`src/rtl/sve_pkg.sv`:
```
// Shared types and constants of the shadow volume extruder.
// Used by every module and interface of the block; depends on nothing.
`default_nettype none

package sve_pkg;

	localparam int MAX_VERTS = 4096;
	localparam int IDX_W     = 12;
	localparam int SLOT_W    = 13;
	localparam int COORD_W   = 32;
	localparam int NORM_W    = 16;
	localparam int PROD_W    = COORD_W + NORM_W;
	localparam int DOT_W     = PROD_W + 2;
	localparam int NSTEPS    = 8;
	localparam int STEP_W    = 3;
	localparam int EDGE_W    = 3;
	localparam int REG_IDX_W = 3;
	localparam int DATA_W    = 32;

	typedef logic signed [COORD_W-1:0] coord_t;
	typedef logic signed [NORM_W-1:0]  norm_t;
	typedef logic [IDX_W-1:0]          idx_t;
	typedef logic [SLOT_W-1:0]         slot_t;
	typedef logic [STEP_W-1:0]         step_t;

	typedef enum logic {
		MODE_VERTEX = 1'b0,
		MODE_TRI    = 1'b1
	} mode_t;

	typedef enum logic [REG_IDX_W-1:0] {
		REG_FAR_X  = 3'd0,
		REG_FAR_Y  = 3'd1,
		REG_FAR_Z  = 3'd2,
		REG_NEAR_X = 3'd3,
		REG_NEAR_Y = 3'd4,
		REG_NEAR_Z = 3'd5,
		REG_VCOUNT = 3'd6
	} reg_idx_t;

	typedef struct packed {
		coord_t far_x;
		coord_t far_y;
		coord_t far_z;
		coord_t near_x;
		coord_t near_y;
		coord_t near_z;
		slot_t  vcount;
	} sve_cfg_t;

	// a0/a1 carry the near and far slot of a vertex transaction
	typedef struct packed {
		mode_t             mode;
		logic              neg;
		logic [EDGE_W-1:0] open_mask;
		slot_t             a0;
		slot_t             b0;
		slot_t             c0;
		slot_t             a1;
		slot_t             b1;
		slot_t             c1;
		coord_t            near_x;
		coord_t            near_y;
		coord_t            near_z;
		coord_t            far_x;
		coord_t            far_y;
		coord_t            far_z;
	} sve_item_t;

endpackage

`default_nettype wire

```
`src/rtl/sve_cfg_regs.sv`:
```
// Configuration register file: offsets and vertex count.
// Depends on sve_pkg.
`default_nettype none

module sve_cfg_regs
	import sve_pkg::*;
(
	input  wire logic                 clk,
	input  wire logic                 arst_n,
	input  wire logic                 wr_en,
	input  wire logic [REG_IDX_W-1:0] wr_index,
	input  wire logic [DATA_W-1:0]    wr_data,
	output sve_cfg_t                  cfg
);

	sve_cfg_t cfg_q;
	slot_t    vcount_sat;

	assign vcount_sat = (wr_data[SLOT_W-1:0] > SLOT_W'(MAX_VERTS)) ?
		SLOT_W'(MAX_VERTS) : wr_data[SLOT_W-1:0];

	always_ff @(posedge clk or negedge arst_n) begin
		if (!arst_n) begin
			cfg_q <= '0;
		end else if (wr_en) begin
			unique case (reg_idx_t'(wr_index))
				REG_FAR_X:  cfg_q.far_x  <= coord_t'(wr_data);
				REG_FAR_Y:  cfg_q.far_y  <= coord_t'(wr_data);
				REG_FAR_Z:  cfg_q.far_z  <= coord_t'(wr_data);
				REG_NEAR_X: cfg_q.near_x <= coord_t'(wr_data);
				REG_NEAR_Y: cfg_q.near_y <= coord_t'(wr_data);
				REG_NEAR_Z: cfg_q.near_z <= coord_t'(wr_data);
				REG_VCOUNT: cfg_q.vcount <= vcount_sat;
				default: begin
				end
			endcase
		end
	end

	assign cfg = cfg_q;

endmodule

`default_nettype wire

```
`config.mk`:
```
export PLATFORM = sky130hd
export DESIGN_NAME = sve_cfg_regs
export DESIGN_NICKNAME = d
export VERILOG_FILES = /design/src/rtl/sve_pkg.sv /design/src/rtl/sve_cfg_regs.sv
export SDC_FILE = /design/constraint.sdc
export NUM_CORES = 1
export LEC_CHECK = 0
export ABC_AREA = 1
export BUFFER_PORTS_ARGS = -buffer_cell sky130_fd_sc_hd__buf_2
export CAP_MARGIN = 25
export CORE_MARGIN = 3
export CORE_UTILIZATION = 40
export DETAILED_ROUTE_END_ITERATION = 6
export PLACE_DENSITY_LB_ADDON = 0.25
export SYNTH_ARGS = -nofsm -noshare
export SYNTH_HDL_FRONTEND = slang
export SYNTH_SLANG_ARGS = --single-unit
```
`constraint.sdc`:
```
create_clock -name clk -period 0.8 [get_ports clk]
set_input_delay 0.24 -clock clk [delete_from_list [all_inputs] [get_ports clk]]
set_output_delay 0.24 -clock clk [all_outputs]
set_load 0.05 [all_outputs]
```
==> summary.txt <==
Clocking
  • CTS Sinks: slightly above 200
  • Worst skew pair latency: 490 ps
  • CTS H-tree depth: 1
  • CTS clk-pin slew, worst paths: 60 ps
  • Clock root cell: clkbuf_16
  • Num CTS Buffers: 22
  • CTS Buffer Depth: 3
  • TritonCTS clock tree: yes

Detailed routing
  • Post-Route WL: 23070 um
  • Via Count: 6362
  • Antenna-violating nets left: 0
  • Iteration-0 DRC Markers: approximately 290
  • WL/cell: 17.84 um
  • Routed vias/inst: 4.920
  • # DRC: 0
  • Router iterations before antenna repair: 6

Worst setup path
  • Setup slack, reg-to-reg: -150 ps
  • Max Fanout on Critical Path: 2
  • Req. time, crit path: about 560 ps
  • Largest stage delay, worst path: 430 ps
  • Crit Path Class: reg -> out
  • CP max-delay cell: dfrtp_2
  • Worst EP arrival: 1080 ps
  • CP Capture Type: output port
  • R2R depth: 5
  • Worst-path cell chain: buf_6
  • Critical Path Source Type: flip-flop
  • RR Startpoint: cfg[4]
  • Buf/Inv on CP: 1
  • Crit-path leading delay family: flip-flops
  • R2r endpoint: cfg[4]

STA
  • Slew at the pin with the worst max-slew slack: between 200 and 300 ps
  • Final hold slack: ~27 ps
  • Fmax achieved: 756.1 MHz
  • Setup-failing EPs final: 207
  • Fin. Hold Viols: 0
  • Clock skew: 0 ps
  • Fin crit share: 165.3%
  • Final worst slack: -522.6 ps
  • Rel. slew slack: 81.42%
  • Unrepaired setup endpoints after global routing: true
  • Tmin final: 1323 ps
  • Final TNS setup: -102560 ps
  • Fin. max-slew vios: 0

Worst hold path
  • Hold wc startpoint: wr_data[3]
  • HP Class: in -> reg
  • Hold path cells: 3
  • Hold Crit Endpoint: cfg[3]

Layout
  • Most frequent cells in the layout: 216 x nand2_1, 202 x dfrtp_2, 201 x buf_6
  • Diodes inserted: 0
  • Most common cell after layout, fill and taps aside: nand2_1
  • Max FFs per register: 205
  • Finished Layout Cells: 1293
  • Area Overhead vs Synth: 64.86%
  • Share of layout cells above drive strength 1: 57.61%
  • Nets: approximately 1100

Placed design
  • # port buffers: 242
  • GP Congestion: 0.7603
  • Placed Cells: between 1000 and 1500
  • HPWL after DPL: between 10000 and 15000 um

Flow run
  • Max-capacitance violation count: 0

Global routing
  • Largest net degree at the start of global routing: 51
  • M2 GR Usage: 37.22%
  • Grt ovf: 0
  • Global-route wire length before repair: 35740 um
  • Global routing usage on met1: 29.43%
  • Number of global-route vias before repair: 6426
  • Antenna violations before repair: 0
  • Tot GR Track Use: 22.20%
  • Most Crowded Layer GR: met2
  • Met3 GRT Util: under 10%

Logic synthesis
  • #FFs+latches synth: 205
  • Mapped Area: around 7400 um2
  • Sequential area share after synthesis: between 60% and 70%
  • YS warnings: 0
  • Count of unique library cells instantiated by Yosys: 13
  • Syn nets: roughly 770
  • Synthesized area per cell: 10.12 um2
  • Syn Inst Count: 734

Die
  • # IOs: 243
  • Chip height: 142.3 um
  • Core Box Area: 18090 um2
  • Initial core utilization: 41.09%
  • Full die area: just over 20000 um2
  • Row cnt: 49
  • DIE WIDTH: 142.3 um

Outcome
  • Status: finished with violations
  • Violated checks: negative setup slack

Power and ir drop
  • Leakage: around 0.0058 uW
  • Final Total Pwr: about 40000 uW
  • PwrDens: roughly 3300 nW/um2
  • Worst ir drop on vdd: 2013 uV
==> tightest hold or removal path: stages <==
cell     delay (ps)
buf_2           120
nand2_1          70
o21ai_1          60
==> where the power goes <==
part	switching, uW	leakage, uW	total (uW)	internal [uW]
registers	1670	0.00233	14300	12700
clock network	4140	0.000380	10700	6570
logic	9680	0.00310	15200	5570
total	15500	0.00581	40300	24800
==> how the worst max path moves through the flow <==
stage / start / slack [ps] / endpoint / cells after the start
2_1_floorplan: wr_index[2] / -150 / cfg[121] / 5
3_3_place_gp: wr_index[1] / -430 / cfg[125] / 7
3_5_place_dp: wr_index[1] / -490 / cfg[127] / 7
4_1_cts: cfg[3] / -540 / cfg[3] / 1
5_1_grt: cfg[138] / -560 / cfg[138] / 1
6_report: cfg[142] / -520 / cfg[142] / 1
==> synth_stat cells, drive strengths merged <==
cell	instances	share of area [%]
nand2	239	12
dfrtp	205	69
buf	21	1.4
inv	36	1.8
nor2	19	1.1
nand3	1	0.13
clkbuf	17	0.99
o21ai	196	13
==> timing repair <==
item,in CTS,in global routing
endpoints found under the setup margin,205,240
pin swaps,1,1
hold buffers,1,0
gates cloned,0,0
buffers inserted,13,16
resized for setup,412,71
hold endpoints to repair,205,0
==> kinds of logic after synthesis <==
kind of cell	Yosys count	share of synthesized area [%]
AND/OR/NAND/NOR	259	13.54
flip-flops	205	69.04
AO/OA/AOI/OAI	196	13.20
buffers and inverters	74	4.226
==> cell type report <==
cell class              instances  area (um2)
clock inverters                11       138.9
well taps                     229       286.5
fillers                      1258        5836
inverters                      36       162.7
multi-input cells             455        2122
flip-flops and latches        205        5383
clock buffers                  28       634.4
repair buffers                329        3523
==> stage by stage <==
stage	utilization, %	area [um2]	setup WS, ps
after floorplan	-	7909	-153.8
after global placement	54.31	9823	-425.9
after detailed placement	54.31	9823	-489.9
after CTS	66.29	11990	-539.6
after global routing	67.73	12250	-564.0
final	67.73	12250	-522.6
==> routing by layer <==
metal | vias to the layer above | share of wire (%)
met5 | - | 0
met4 | 0 | 2.3
met3 | 38 | 7.1
met2 | 217 | 50
met1 | 3101 | 40
li1 | 3006 | -
Power figures use the tool's default switching activity.
