## src/rtl/sve_pkg.sv

```systemverilog
// Shared types and constants of the shadow volume extruder.
// Used by every module and interface of the block; depends on nothing.
`default_nettype none

package sve_pkg;

	localparam int MAX_VERTS = 4096;
	localparam int IDX_W     = 12;
	localparam int SLOT_W    = 13;
	localparam int COORD_W   = 32;
	localparam int NORM_W    = 16;
	localparam int PROD_W    = COORD_W + NORM_W;
	localparam int DOT_W     = PROD_W + 2;
	localparam int NSTEPS    = 8;
	localparam int STEP_W    = 3;
	localparam int EDGE_W    = 3;
	localparam int REG_IDX_W = 3;
	localparam int DATA_W    = 32;

	typedef logic signed [COORD_W-1:0] coord_t;
	typedef logic signed [NORM_W-1:0]  norm_t;
	typedef logic [IDX_W-1:0]          idx_t;
	typedef logic [SLOT_W-1:0]         slot_t;
	typedef logic [STEP_W-1:0]         step_t;

	typedef enum logic {
		MODE_VERTEX = 1'b0,
		MODE_TRI    = 1'b1
	} mode_t;

	typedef enum logic [REG_IDX_W-1:0] {
		REG_FAR_X  = 3'd0,
		REG_FAR_Y  = 3'd1,
		REG_FAR_Z  = 3'd2,
		REG_NEAR_X = 3'd3,
		REG_NEAR_Y = 3'd4,
		REG_NEAR_Z = 3'd5,
		REG_VCOUNT = 3'd6
	} reg_idx_t;

	typedef struct packed {
		coord_t far_x;
		coord_t far_y;
		coord_t far_z;
		coord_t near_x;
		coord_t near_y;
		coord_t near_z;
		slot_t  vcount;
	} sve_cfg_t;

	// a0/a1 carry the near and far slot of a vertex transaction
	typedef struct packed {
		mode_t             mode;
		logic              neg;
		logic [EDGE_W-1:0] open_mask;
		slot_t             a0;
		slot_t             b0;
		slot_t             c0;
		slot_t             a1;
		slot_t             b1;
		slot_t             c1;
		coord_t            near_x;
		coord_t            near_y;
		coord_t            near_z;
		coord_t            far_x;
		coord_t            far_y;
		coord_t            far_z;
	} sve_item_t;

endpackage

`default_nettype wire

```

## src/rtl/sve_if.sv

```systemverilog
// Valid/ready channel interfaces for input items and result items.
// Depends on sve_pkg.
`default_nettype none


interface sve_out_if
	import sve_pkg::*;
();
	logic   valid;
	logic   ready;
	logic   kind;
	slot_t  slot;
	coord_t out_x;
	coord_t out_y;
	coord_t out_z;
	slot_t  tri_first;
	slot_t  tri_second;
	slot_t  tri_third;
	logic   last;

	modport source (
		output valid, kind, slot, out_x, out_y, out_z,
		tri_first, tri_second, tri_third, last,
		input  ready
	);
	modport sink (
		input  valid, kind, slot, out_x, out_y, out_z,
		tri_first, tri_second, tri_third, last,
		output ready
	);
endinterface

`default_nettype wire

```

## src/rtl/sve_emit.sv

```systemverilog
// Result sequencer: steps through the results of one transaction into the output register.
// Depends on sve_pkg and sve_out_if.
`default_nettype none

module sve_emit
	import sve_pkg::*;
(
	input  wire logic      clk,
	input  wire logic      arst_n,
	input  wire sve_item_t work,
	input  wire logic      work_valid,
	output logic           work_ready,
	sve_out_if.source      result
);

	localparam logic [NSTEPS-1:0] VERT_STEPS = NSTEPS'(2'b11);

	step_t             step_q;
	logic              valid_q;
	logic              kind_q;
	slot_t             slot_q;
	coord_t            x_q, y_q, z_q;
	slot_t             first_q, second_q, third_q;
	logic              last_q;

	logic              load;
	logic [NSTEPS-1:0] steps;
	step_t             nxt;
	logic              more;
	slot_t             u0, v0, u1, v1;
	slot_t             p, q, r;

	assign steps = (work.mode == MODE_TRI) ?
		{{2{work.open_mask[2]}}, {2{work.open_mask[1]}}, {2{work.open_mask[0]}}, 2'b11} :
		VERT_STEPS;

	always_comb begin
		nxt  = '0;
		more = 1'b0;
		for (int j = NSTEPS - 1; j >= 0; j--) begin
			if (steps[j] && (j > int'(step_q))) begin
				nxt  = STEP_W'(j);
				more = 1'b1;
			end
		end
	end

	always_comb begin
		case (step_q[2:1])
			2'd2: begin
				u0 = work.b0; v0 = work.c0; u1 = work.b1; v1 = work.c1;
			end
			2'd3: begin
				u0 = work.c0; v0 = work.a0; u1 = work.c1; v1 = work.a1;
			end
			default: begin
				u0 = work.a0; v0 = work.b0; u1 = work.a1; v1 = work.b1;
			end
		endcase
	end

	always_comb begin
		if (step_q == '0) begin
			p = work.c0; q = work.b0; r = work.a0;
		end else if (step_q == step_t'(1)) begin
			p = work.a1; q = work.b1; r = work.c1;
		end else if (!step_q[0]) begin
			p = u0; q = v0; r = v1;
		end else begin
			p = v1; q = u1; r = u0;
		end
	end

	assign load       = work_valid && (!valid_q || result.ready);
	assign work_ready = load && !more;

	always_ff @(posedge clk or negedge arst_n) begin
		if (!arst_n) begin
			valid_q <= 1'b0;
			step_q  <= '0;
		end else begin
			if (load) begin
				valid_q <= 1'b1;
				step_q  <= more ? nxt : '0;
			end else if (result.ready) begin
				valid_q <= 1'b0;
			end
		end
	end

	always_ff @(posedge clk) begin
		if (load) begin
			kind_q <= work.mode;
			last_q <= !more;
			if (work.mode == MODE_TRI) begin
				slot_q   <= '0;
				x_q      <= '0;
				y_q      <= '0;
				z_q      <= '0;
				first_q  <= work.neg ? r : p;
				second_q <= q;
				third_q  <= work.neg ? p : r;
			end else begin
				slot_q   <= step_q[0] ? work.a1 : work.a0;
				x_q      <= step_q[0] ? work.far_x : work.near_x;
				y_q      <= step_q[0] ? work.far_y : work.near_y;
				z_q      <= step_q[0] ? work.far_z : work.near_z;
				first_q  <= '0;
				second_q <= '0;
				third_q  <= '0;
			end
		end
	end

	assign result.valid      = valid_q;
	assign result.kind       = kind_q;
	assign result.slot       = slot_q;
	assign result.out_x      = x_q;
	assign result.out_y      = y_q;
	assign result.out_z      = z_q;
	assign result.tri_first  = first_q;
	assign result.tri_second = second_q;
	assign result.tri_third  = third_q;
	assign result.last       = last_q;

endmodule

`default_nettype wire

```

## src/flat_wrapper.sv

```systemverilog
// flat-port wrapper written by rule: the top's interface ports become plain ports
module sve_emit_flat import sve_pkg::*;
  (clk, arst_n, work, work_valid, work_ready, result_valid, result_kind, result_slot, result_out_x, result_out_y, result_out_z, result_tri_first, result_tri_second, result_tri_third, result_last, result_ready);
  sve_out_if result_i ();
  input  wire logic clk;
  input  wire logic arst_n;
  input  wire sve_item_t work;
  input  wire logic work_valid;
  output logic work_ready;
  output wire logic [$bits(result_i.valid)-1:0] result_valid;
  output wire logic [$bits(result_i.kind)-1:0] result_kind;
  output wire logic [$bits(result_i.slot)-1:0] result_slot;
  output wire logic [$bits(result_i.out_x)-1:0] result_out_x;
  output wire logic [$bits(result_i.out_y)-1:0] result_out_y;
  output wire logic [$bits(result_i.out_z)-1:0] result_out_z;
  output wire logic [$bits(result_i.tri_first)-1:0] result_tri_first;
  output wire logic [$bits(result_i.tri_second)-1:0] result_tri_second;
  output wire logic [$bits(result_i.tri_third)-1:0] result_tri_third;
  output wire logic [$bits(result_i.last)-1:0] result_last;
  input wire logic [$bits(result_i.ready)-1:0] result_ready;
  assign result_valid = result_i.valid;
  assign result_kind = result_i.kind;
  assign result_slot = result_i.slot;
  assign result_out_x = result_i.out_x;
  assign result_out_y = result_i.out_y;
  assign result_out_z = result_i.out_z;
  assign result_tri_first = result_i.tri_first;
  assign result_tri_second = result_i.tri_second;
  assign result_tri_third = result_i.tri_third;
  assign result_last = result_i.last;
  assign result_i.ready = result_ready;
  sve_emit u_core (.clk(clk), .arst_n(arst_n), .work(work), .work_valid(work_valid), .work_ready(work_ready), .result(result_i));
endmodule
```

## config.mk

```make
export PLATFORM = sky130hd
export DESIGN_NAME = sve_emit_flat
export DESIGN_NICKNAME = d
export VERILOG_FILES = /design/src/rtl/sve_pkg.sv /design/src/rtl/sve_if.sv /design/src/rtl/sve_emit.sv /design/src/flat_wrapper.sv
export SDC_FILE = /design/constraint.sdc
export NUM_CORES = 1
export LEC_CHECK = 0
export BUFFER_PORTS_ARGS = -buffer_cell sky130_fd_sc_hd__buf_2
export CORE_AREA = 2 2 170 172
export DETAILED_ROUTE_END_ITERATION = 16
export DIE_AREA = 0 0 172 174
export SETUP_SLACK_MARGIN = 0.15
export SYNTH_ARGS = -nofsm -noshare
export SYNTH_HDL_FRONTEND = slang
export SYNTH_SLANG_ARGS = --single-unit
```

## constraint.sdc

```tcl
create_clock -name clk -period 6.1 [get_ports clk]
set_input_delay 0 -clock clk [delete_from_list [all_inputs] [get_ports clk]]
set_output_delay 0 -clock clk [all_outputs]
set_load 0.01 [all_outputs]
```

==> run_summary.xml, run 1 <==
<?xml version="1.0" encoding="UTF-8"?>
<metrics>
  <group name="clock_network">
    <metric name="clk_pin_slew_worst_paths" unit="ns">0.07</metric>
    <metric name="clock_insertion_delay_worst_skew" unit="ns">0.43</metric>
    <metric name="clock-sinks" unit="">154</metric>
    <metric name="cts_tree" unit="">built</metric>
    <metric name="cts.htree.levels" unit="">4</metric>
    <metric name="cts_setup_buffers" unit="">0</metric>
    <metric name="clock-root-buffer" unit="">sky130_fd_sc_hd__clkbuf_16</metric>
    <metric name="cts_made_buffers" unit="">17</metric>
    <metric name="ctsLongestPathBuffers" unit="">2</metric>
  </group>
  <group name="global_route">
    <metric name="grt_first_pass_wirelength" unit="mm">48.9</metric>
    <metric name="grt_util_met3" unit="%">6.31</metric>
    <metric name="met2_track_utilization_from_global_routing" unit="%">37.7</metric>
    <metric name="grtUsageMet1" unit="%">24.3</metric>
    <metric name="grt_pass1_vias" unit="">8774</metric>
    <metric name="total_routing_usage_gr" unit="%">21.7</metric>
    <metric name="number_of_antenna_violations_at_the_first_check_in_global_routing" unit="">15</metric>
    <metric name="grt_overflow_total" unit="">0</metric>
    <metric name="grt_max_degree" unit="">100</metric>
    <metric name="grt_busiest_layer" unit="">met2</metric>
  </group>
  <group name="layout">
    <metric name="finalNonFillerCells" unit="">1753</metric>
    <metric name="post_layout_net_count" unit="">1623</metric>
    <metric name="area_occupied_by_multi_input_gates" unit="um2">3800</metric>
    <metric name="final-seq-area" unit="um2">4610</metric>
    <metric name="drive_above_1_share" unit="%">36.4</metric>
    <metric name="layout-area-overhead-vs-synth" unit="%">58.5</metric>
    <metric name="fillCellCount" unit="">2664</metric>
  </group>
  <group name="detailed_routing">
    <metric name="routed_wire_length_per_instance" unit="um">19.0</metric>
    <metric name="totalWireLength" unit="mm">33.3</metric>
    <metric name="route.detailed.drc" unit="">0</metric>
    <metric name="drt_pass1_iterations" unit="">7</metric>
    <metric name="1st_iter_drt_viols" unit="">600</metric>
    <metric name="vias" unit="">8681</metric>
    <metric name="drt-vias-per-instance" unit="">4.95</metric>
    <metric name="antenna_violating_nets_post_route" unit="">0</metric>
  </group>
  <group name="critical_path">
    <metric name="worstPathArrival" unit="ns">3.30</metric>
    <metric name="rr_startpoint" unit="">u_core.step_q[0]$_DFFE_PN0P_</metric>
    <metric name="timing.critical_path.to_type" unit="">register</metric>
    <metric name="reg2reg_to" unit="">u_core.result.out_x[28]$_SDFFCE_PP0P_</metric>
    <metric name="setup.worst_path.start" unit="">u_core.step_q[0]$_DFFE_PN0P_</metric>
    <metric name="cp_data_required_time" unit="ns">6.26</metric>
    <metric name="crit_end" unit="">u_core.result.out_x[28]$_SDFFCE_PP0P_</metric>
    <metric name="critical_path_peak_fanout" unit="">84</metric>
    <metric name="timing.reg2reg.worst_path_depth" unit="">4</metric>
    <metric name="worst-setup-path-type" unit="">reg -&gt; reg</metric>
    <metric name="reg2reg_setup_slack" unit="ns">2.96</metric>
    <metric name="timing.critical_path.from_type" unit="">register</metric>
  </group>
  <group name="logic_synthesis">
    <metric name="postSynthCellCount" unit="">734</metric>
    <metric name="post-synth-top-area-fraction" unit="%">51.4</metric>
    <metric name="synth_enable_flop_cells" unit="">150</metric>
    <metric name="post_synth_instance_area" unit="um2">8760</metric>
    <metric name="synth_seq_area_share" unit="%">52.5</metric>
    <metric name="number_of_distinct_standard_cells_referenced_by_the_synthesized_netlist" unit="">41</metric>
    <metric name="synth-async-reset-ratio" unit="%">2.60</metric>
    <metric name="synthesis.yosys.warnings" unit="">0</metric>
    <metric name="top_area_cells_in_the_synthesized_netlist" unit="">sky130_fd_sc_hd__edfxtp_1 (51%), sky130_fd_sc_hd__mux2i_1 (18%), sky130_fd_sc_hd__nor2_1 (5.2%)</metric>
    <metric name="synth_ff_type" unit="">sky130_fd_sc_hd__edfxtp_1</metric>
    <metric name="syn_area_per_cell" unit="um2">11.9</metric>
    <metric name="synth_fp_nets" unit="">1013</metric>
    <metric name="netlist.top_cell.by_area" unit="">sky130_fd_sc_hd__edfxtp_1</metric>
    <metric name="synth-seq-cells" unit="">154</metric>
  </group>
  <group name="floorplan">
    <metric name="floorplan.initialDensity" unit="%">31.0</metric>
    <metric name="die_h" unit="um">174</metric>
    <metric name="design.die.area" unit="um2">29900</metric>
    <metric name="floorplan.die.width" unit="um">172</metric>
    <metric name="placementRows" unit="">62</metric>
    <metric name="core_area" unit="um2">28200</metric>
    <metric name="top_level_ports" unit="">431</metric>
  </group>
  <group name="sta">
    <metric name="final.min_clock_period" unit="ns">3.14</metric>
    <metric name="max_freq" unit="MHz">318</metric>
    <metric name="setup_repair_after_global_routing_missed_its_margin" unit="">false</metric>
    <metric name="final.setup.worst_slack" unit="ns">2.96</metric>
    <metric name="finalHoldWorstSlack" unit="ns">0.00300</metric>
    <metric name="fin_tns_setup" unit="ns">0</metric>
    <metric name="least_margin_pin_slew" unit="ns">1.11</metric>
    <metric name="hold_viol_final" unit="">0</metric>
    <metric name="min_period_over_period" unit="%">51.5</metric>
    <metric name="final-max-slew-violation-count" unit="">0</metric>
    <metric name="finalSetupViolations" unit="">0</metric>
    <metric name="slew_headroom" unit="%">25.8</metric>
    <metric name="finalClockSkew" unit="ns">0.0143</metric>
  </group>
  <group name="flow_run">
    <metric name="cap_viol_max_count" unit="">0</metric>
  </group>
  <group name="power_and_ir_drop">
    <metric name="peakVddDrop" unit="mV">0.224</metric>
    <metric name="design_power" unit="W">0.00480</metric>
    <metric name="p_leak" unit="nW">5.93</metric>
    <metric name="p_per_area" unit="nW/um2">345</metric>
  </group>
  <group name="place">
    <metric name="routabilityCongestion" unit="">0.874</metric>
    <metric name="pre_cts_ws" unit="ns">3.27</metric>
    <metric name="dp.final_hpwl" unit="mm">22.7</metric>
    <metric name="placement.io_buffers" unit="">430</metric>
    <metric name="place.detailed.instances" unit="">1492</metric>
  </group>
  <group name="worst_hold_path">
    <metric name="hold-path-cell-count" unit="">3</metric>
    <metric name="hold_class" unit="">in -&gt; reg</metric>
  </group>
  <group name="run_status">
    <metric name="status" unit="">complete, no violations</metric>
  </group>
</metrics>
how the worst min path moves through the flow:
stage	startpoint	endpoint	slack [ns]
floorplan	arst_n	u_core.result.valid$_DFFE_PN0P_	-0.30
global placement	arst_n	u_core.result.valid$_DFFE_PN0P_	-0.18
detailed placement	arst_n	u_core.result.valid$_DFFE_PN0P_	-0.18
CTS	work[261]	u_core.result.slot[4]$_SDFFCE_PP0P_	0.005
global route	work[230]	u_core.result.slot[12]$_SDFFCE_PP0P_	0.01
finish	work[261]	u_core.result.slot[4]$_SDFFCE_PP0P_	0.003
per-stage QoR:
step | util, % | area, um2
2_1_floorplan | - | 8760
3_3_place_gp | 39.4 | 11100
3_5_place_dp | 39.4 | 11100
4_1_cts | 49.1 | 13900
5_1_grt | 49.2 | 13900
6_report | 49.2 | 13900
flip-flops by register name, indices dropped and copies added (netlist names), 3 cells and up:
| name | count |
|---|---|
| u_core.result.out_x | 32 |
| u_core.result.out_y | 32 |
| u_core.result.out_z | 32 |
| u_core.result.slot | 13 |
| u_core.result.tri_first | 13 |
| u_core.result.tri_second | 13 |
| u_core.result.tri_third | 13 |
| u_core.step_q | 3 |
cells by family (layout without fill, tap and decap cells):
family	after synthesis	after routing	synth area share (%)
adder cells (fa/ha/maj)	1	1	0.114
other	0	12	0
buffers and inverters	68	691	4.07
multiplexers	178	178	21.6
AND/OR/NAND/NOR	189	189	9.48
flip-flops	154	154	52.5
AO/OA/AOI/OAI	144	144	12.2
synth_stat cells, drive strengths merged, types with 5 or more instances:
cell type / count
o21ai: 6
nand2b: 12
a22oi: 21
o32ai: 14
inv: 5
mux4: 8
a31oi: 7
a21oi: 14
nand3: 7
mux2i: 158
buf: 37
edfxtp: 150
o221ai: 8
a22o: 6
nand2: 14
o2bb2ai: 6
mux2: 12
a21boi: 16
o21a: 8
nor2: 123
o22ai: 18
a221oi: 7
clkbuf: 26
nor2b: 24
placed cells by master (no fill, tap or decap), types with 3 or more instances in the layout:
cell,count
sky130_fd_sc_hd__nand2b_1,12
sky130_fd_sc_hd__nor2_1,122
sky130_fd_sc_hd__o32ai_1,14
sky130_fd_sc_hd__clkinv_4,3
sky130_fd_sc_hd__mux4_2,8
sky130_fd_sc_hd__a31oi_1,7
sky130_fd_sc_hd__o21bai_1,4
sky130_fd_sc_hd__o21a_1,8
sky130_fd_sc_hd__a21boi_1,16
sky130_fd_sc_hd__a22oi_1,21
sky130_fd_sc_hd__buf_4,8
sky130_fd_sc_hd__clkbuf_16,17
sky130_fd_sc_hd__dlygate4sd3_1,217
sky130_fd_sc_hd__a22o_1,6
sky130_fd_sc_hd__inv_6,6
sky130_fd_sc_hd__nor3_1,3
sky130_fd_sc_hd__nand3_1,7
sky130_fd_sc_hd__a21oi_1,14
sky130_fd_sc_hd__o21ai_0,5
sky130_fd_sc_hd__o2bb2ai_1,6
sky130_fd_sc_hd__mux2_2,12
sky130_fd_sc_hd__o221ai_1,8
sky130_fd_sc_hd__a221oi_1,7
sky130_fd_sc_hd__mux2i_1,158
sky130_fd_sc_hd__a221o_1,4
sky130_fd_sc_hd__edfxtp_1,150
sky130_fd_sc_hd__diode_2,12
sky130_fd_sc_hd__buf_2,429
sky130_fd_sc_hd__nor2b_1,24
sky130_fd_sc_hd__o22ai_1,18
sky130_fd_sc_hd__o31ai_1,3
sky130_fd_sc_hd__nand2_1,14
sky130_fd_sc_hd__and2_1,3
sky130_fd_sc_hd__inv_1,4
critical path, stage by stage (launching register included):
cell and delay [ns]:
sky130_fd_sc_hd__dfrtp_4 1.10, sky130_fd_sc_hd__buf_4 0.79, sky130_fd_sc_hd__mux2i_1 0.29, sky130_fd_sc_hd__dlygate4sd3_1 0.61, sky130_fd_sc_hd__nor2_1 0.05
area by class of cell:
cell class,instances,area share [%]
Tap cell,384,3.46
Antenna cell,12,0.216
Sequential cell,154,33.2
Timing Repair Buffer,654,31.5
Inverter,5,0.171
Clock buffer,18,3.09
Clock inverter,14,0.964
Multi-Input combinational cell,512,27.4
timing repair:
item / CTS / global route
gates resized for setup: 0 / 0
hold endpoints to repair: 118 / 0
hold buffers: 217 / 0
endpoints found under the setup margin: 0 / 0
report_power, final:
part	switching (W)	internal [W]
sequential	0.000191	0.00136
clock	0.000501	0.000539
combinational	0.00106	0.00115
routing by layer:
layer	up-vias	part of all wire (%)	routed length (um)
met4	6	3.6	1190
li1	4043	-	-
met5	-	0.11	38
met2	364	50	16700
met3	64	8.1	2710
met1	4204	38	12700
Power figures use the tool's default switching activity.
==> inputs of run 2 (changes only) <==
Settings changed: CORE_AREA 2 2 170 172 to 2 2 166 168, DIE_AREA 0 0 172 174 to 0 0 168 170.
Clock period 6.1 ns to 2.5 ns, I/O delays scaled along.
==> run_summary.xml, run 2 (synthesized netlist as in run 1, its figures left out) <==
<?xml version="1.0" encoding="UTF-8"?>
<metrics>
  <group name="sta">
    <metric name="final.min_clock_period" unit="ns">2.22</metric>
    <metric name="setup_repair_after_global_routing_missed_its_margin" unit="">false</metric>
    <metric name="least_margin_pin_slew" unit="ns">0.721</metric>
    <metric name="slew_headroom" unit="%">51.8</metric>
    <metric name="final-max-slew-violation-count" unit="">0</metric>
    <metric name="finalClockSkew" unit="ns">0.0150</metric>
    <metric name="max_freq" unit="MHz">450</metric>
    <metric name="min_period_over_period" unit="%">88.8</metric>
    <metric name="hold_viol_final" unit="">0</metric>
    <metric name="finalHoldWorstSlack" unit="ns">0.00380</metric>
    <metric name="final.setup.worst_slack" unit="ns">0.279</metric>
    <metric name="finalSetupViolations" unit="">0</metric>
  </group>
  <group name="power_and_ir_drop">
    <metric name="peakVddDrop" unit="mV">0.468</metric>
    <metric name="p_per_area" unit="nW/um2">850</metric>
    <metric name="design_power" unit="W">0.0120</metric>
    <metric name="p_leak" unit="nW">6.04</metric>
  </group>
  <group name="detailed_routing">
    <metric name="highest-signal-layer" unit="">met5</metric>
    <metric name="detail_route.wirelength.met1" unit="mm">12.9</metric>
    <metric name="vias" unit="">8705</metric>
    <metric name="routed_wire_length_per_instance" unit="um">19.9</metric>
    <metric name="detailroute.wirelength.met3" unit="mm">2.24</metric>
    <metric name="antenna_violating_nets_post_route" unit="">0</metric>
    <metric name="1st_iter_drt_viols" unit="">652</metric>
    <metric name="totalWireLength" unit="mm">34.3</metric>
    <metric name="detailroute.wirelength.met2" unit="mm">17.9</metric>
    <metric name="route.detailed.drc" unit="">0</metric>
    <metric name="drt_pass1_iterations" unit="">5</metric>
    <metric name="drt-vias-per-instance" unit="">5.05</metric>
  </group>
  <group name="global_route">
    <metric name="number_of_antenna_violations_at_the_first_check_in_global_routing" unit="">10</metric>
    <metric name="grt_pass1_vias" unit="">8819</metric>
    <metric name="grt_overflow_total" unit="">0</metric>
    <metric name="total_routing_usage_gr" unit="%">22.9</metric>
    <metric name="grt_max_degree" unit="">99</metric>
    <metric name="grt_first_pass_wirelength" unit="mm">50.0</metric>
  </group>
  <group name="worst_hold_path">
    <metric name="worst_hold_path.endpoint" unit="">u_core.result.slot[7]$_SDFFCE_PP0P_</metric>
    <metric name="hold_class" unit="">in -&gt; reg</metric>
    <metric name="hold-path-cell-count" unit="">3</metric>
    <metric name="holdCritStartpoint" unit="">work[225]</metric>
  </group>
  <group name="layout">
    <metric name="drive_above_1_share" unit="%">36.9</metric>
    <metric name="post_layout_net_count" unit="">1640</metric>
    <metric name="mostFrequentLayoutCell" unit="">sky130_fd_sc_hd__buf_2</metric>
    <metric name="layout-area-overhead-vs-synth" unit="%">60.7</metric>
    <metric name="fillCellCount" unit="">2397</metric>
    <metric name="finalNonFillerCells" unit="">1723</metric>
    <metric name="layout_common_cells" unit="">sky130_fd_sc_hd__buf_2 (429), sky130_fd_sc_hd__dlygate4sd3_1 (222), sky130_fd_sc_hd__mux2i_1 (158)</metric>
  </group>
  <group name="clock_network">
    <metric name="clk_pin_slew_worst_paths" unit="ns">0.06</metric>
    <metric name="clock_insertion_delay_worst_skew" unit="ns">0.44</metric>
    <metric name="clock-root-buffer" unit="">sky130_fd_sc_hd__clkbuf_16</metric>
    <metric name="clock-sinks" unit="">154</metric>
    <metric name="cts.htree.levels" unit="">4</metric>
    <metric name="ctsLongestPathBuffers" unit="">2</metric>
    <metric name="cts_setup_buffers" unit="">0</metric>
    <metric name="cts_made_buffers" unit="">17</metric>
    <metric name="cts_tree" unit="">built</metric>
  </group>
  <group name="place">
    <metric name="placement.io_buffers" unit="">430</metric>
    <metric name="pre_cts_ws" unit="ns">0.307</metric>
    <metric name="routabilityCongestion" unit="">0.893</metric>
    <metric name="dp.final_hpwl" unit="mm">23.7</metric>
    <metric name="place.detailed.instances" unit="">1460</metric>
  </group>
  <group name="critical_path">
    <metric name="timing.critical_path.to_type" unit="">output pin</metric>
    <metric name="cp_data_required_time" unit="ns">2.50</metric>
    <metric name="reg2reg_to" unit="">u_core.result.tri_first[3]$_SDFFCE_PN0P_</metric>
    <metric name="rr_startpoint" unit="">u_core.step_q[1]$_DFFE_PN0P_</metric>
    <metric name="worst-setup-path-type" unit="">reg -&gt; out</metric>
    <metric name="critical_path_peak_fanout" unit="">28</metric>
    <metric name="reg2reg_setup_slack" unit="ns">0.30</metric>
    <metric name="biggest_cell_delay_along_the_critical_path" unit="ns">0.64</metric>
    <metric name="path_delay_family" unit="">flip-flops</metric>
    <metric name="timing.reg2reg.worst_path_depth" unit="">5</metric>
    <metric name="worstPathArrival" unit="ns">2.22</metric>
    <metric name="cpMaxStageDelayCell" unit="">sky130_fd_sc_hd__dfrtp_4</metric>
    <metric name="timing.critical_path.from_type" unit="">register</metric>
    <metric name="cp_cell_sequence" unit="">buf_4, maj3_1, a21oi_1, nor3_1, buf_2</metric>
    <metric name="path_buf_inv" unit="">2</metric>
  </group>
  <group name="floorplan">
    <metric name="core_area" unit="um2">26700</metric>
    <metric name="top_level_ports" unit="">431</metric>
    <metric name="die_h" unit="um">170</metric>
    <metric name="placementRows" unit="">60</metric>
    <metric name="design.die.area" unit="um2">28600</metric>
    <metric name="floorplan.initialDensity" unit="%">32.9</metric>
    <metric name="floorplan.die.width" unit="um">168</metric>
  </group>
  <group name="run_status">
    <metric name="status" unit="">complete, no violations</metric>
  </group>
  <group name="flow_run">
    <metric name="cap_viol_max_count" unit="">0</metric>
  </group>
</metrics>
[run 2: cell types whose count changed in the layout (fill, tap and decap cells not counted), sizes merged]
cell	delta
dlygate4sd3	+5
buf	+11
clkbuf	+1
clkinv	-4
clkinvlp	+2
diode	-4
inv	+2
[run 2: where the power goes]
part | internal, W | switching (W)
sequential | 0.00333 | 0.000252
combinational | 0.00295 | 0.00287
clock | 0.00133 | 0.00123
[run 2: final cells by class]
class / count / area [um2] / area share [%]
clock buffers: 18 / 429 / 3.05
clock inverters: 14 / 146 / 1.04
diodes: 8 / 20.0 / 0.142
flip-flops and latches: 154 / 4610 / 32.8
inverters: 5 / 22.5 / 0.160
multi-input cells: 512 / 3800 / 27.0
well taps: 341 / 427 / 3.03
repair buffers: 671 / 4620 / 32.8
[run 2: tightest hold or removal path: cells and delay by family]
kind	cells	cell delay [ns]
simple gates	1	0.11
mux	1	0.07
buf+inv	1	0.12
[run 2: how the worst max path moves through the flow]
stage	startpoint	to	slack (ns)	cells after the start
after CTS	u_core.step_q[0]$_DFFE_PN0P_	u_core.result.out_y[6]$_SDFFCE_PP0P_	0.21	4
after floorplan	u_core.result.valid$_DFFE_PN0P_	u_core.result.kind$_DFFE_PP_	-0.73	3
final	u_core.step_q[1]$_DFFE_PN0P_	work_ready	0.28	5
after global routing	u_core.step_q[1]$_DFFE_PN0P_	work_ready	0.15	5
after global placement	u_core.step_q[1]$_DFFE_PN0P_	u_core.result.tri_first[1]$_SDFFCE_PN0P_	0.40	5
after detailed placement	u_core.step_q[1]$_DFFE_PN0P_	u_core.result.tri_first[3]$_SDFFCE_PN0P_	0.31	5
[run 2: per-stage QoR]
stage	setup TNS (ns)	area (um2)	utilization, %
after floorplan	-108.84	8770	-
after global placement	0	11200	42.1
after detailed placement	0	11200	42.1
after CTS	0	14000	52.6
after global routing	0	14100	52.8
final	0	14100	52.8
[run 2: timing repair]
| item | in CTS | in global routing |
|---|---|---|
| gates resized for setup | 0 | 1 |
| endpoints found under the hold margin | 119 | 0 |
| endpoints found under the setup margin | 0 | 46 |
| hold buffers | 222 | 0 |
[run 2: per-layer routing]
layer	track usage, %	up-vias
met1	25.9	4224
li1	-	4063
met4	9.22	4
met3	4.77	66
met5	0	-
met2	42.3	348
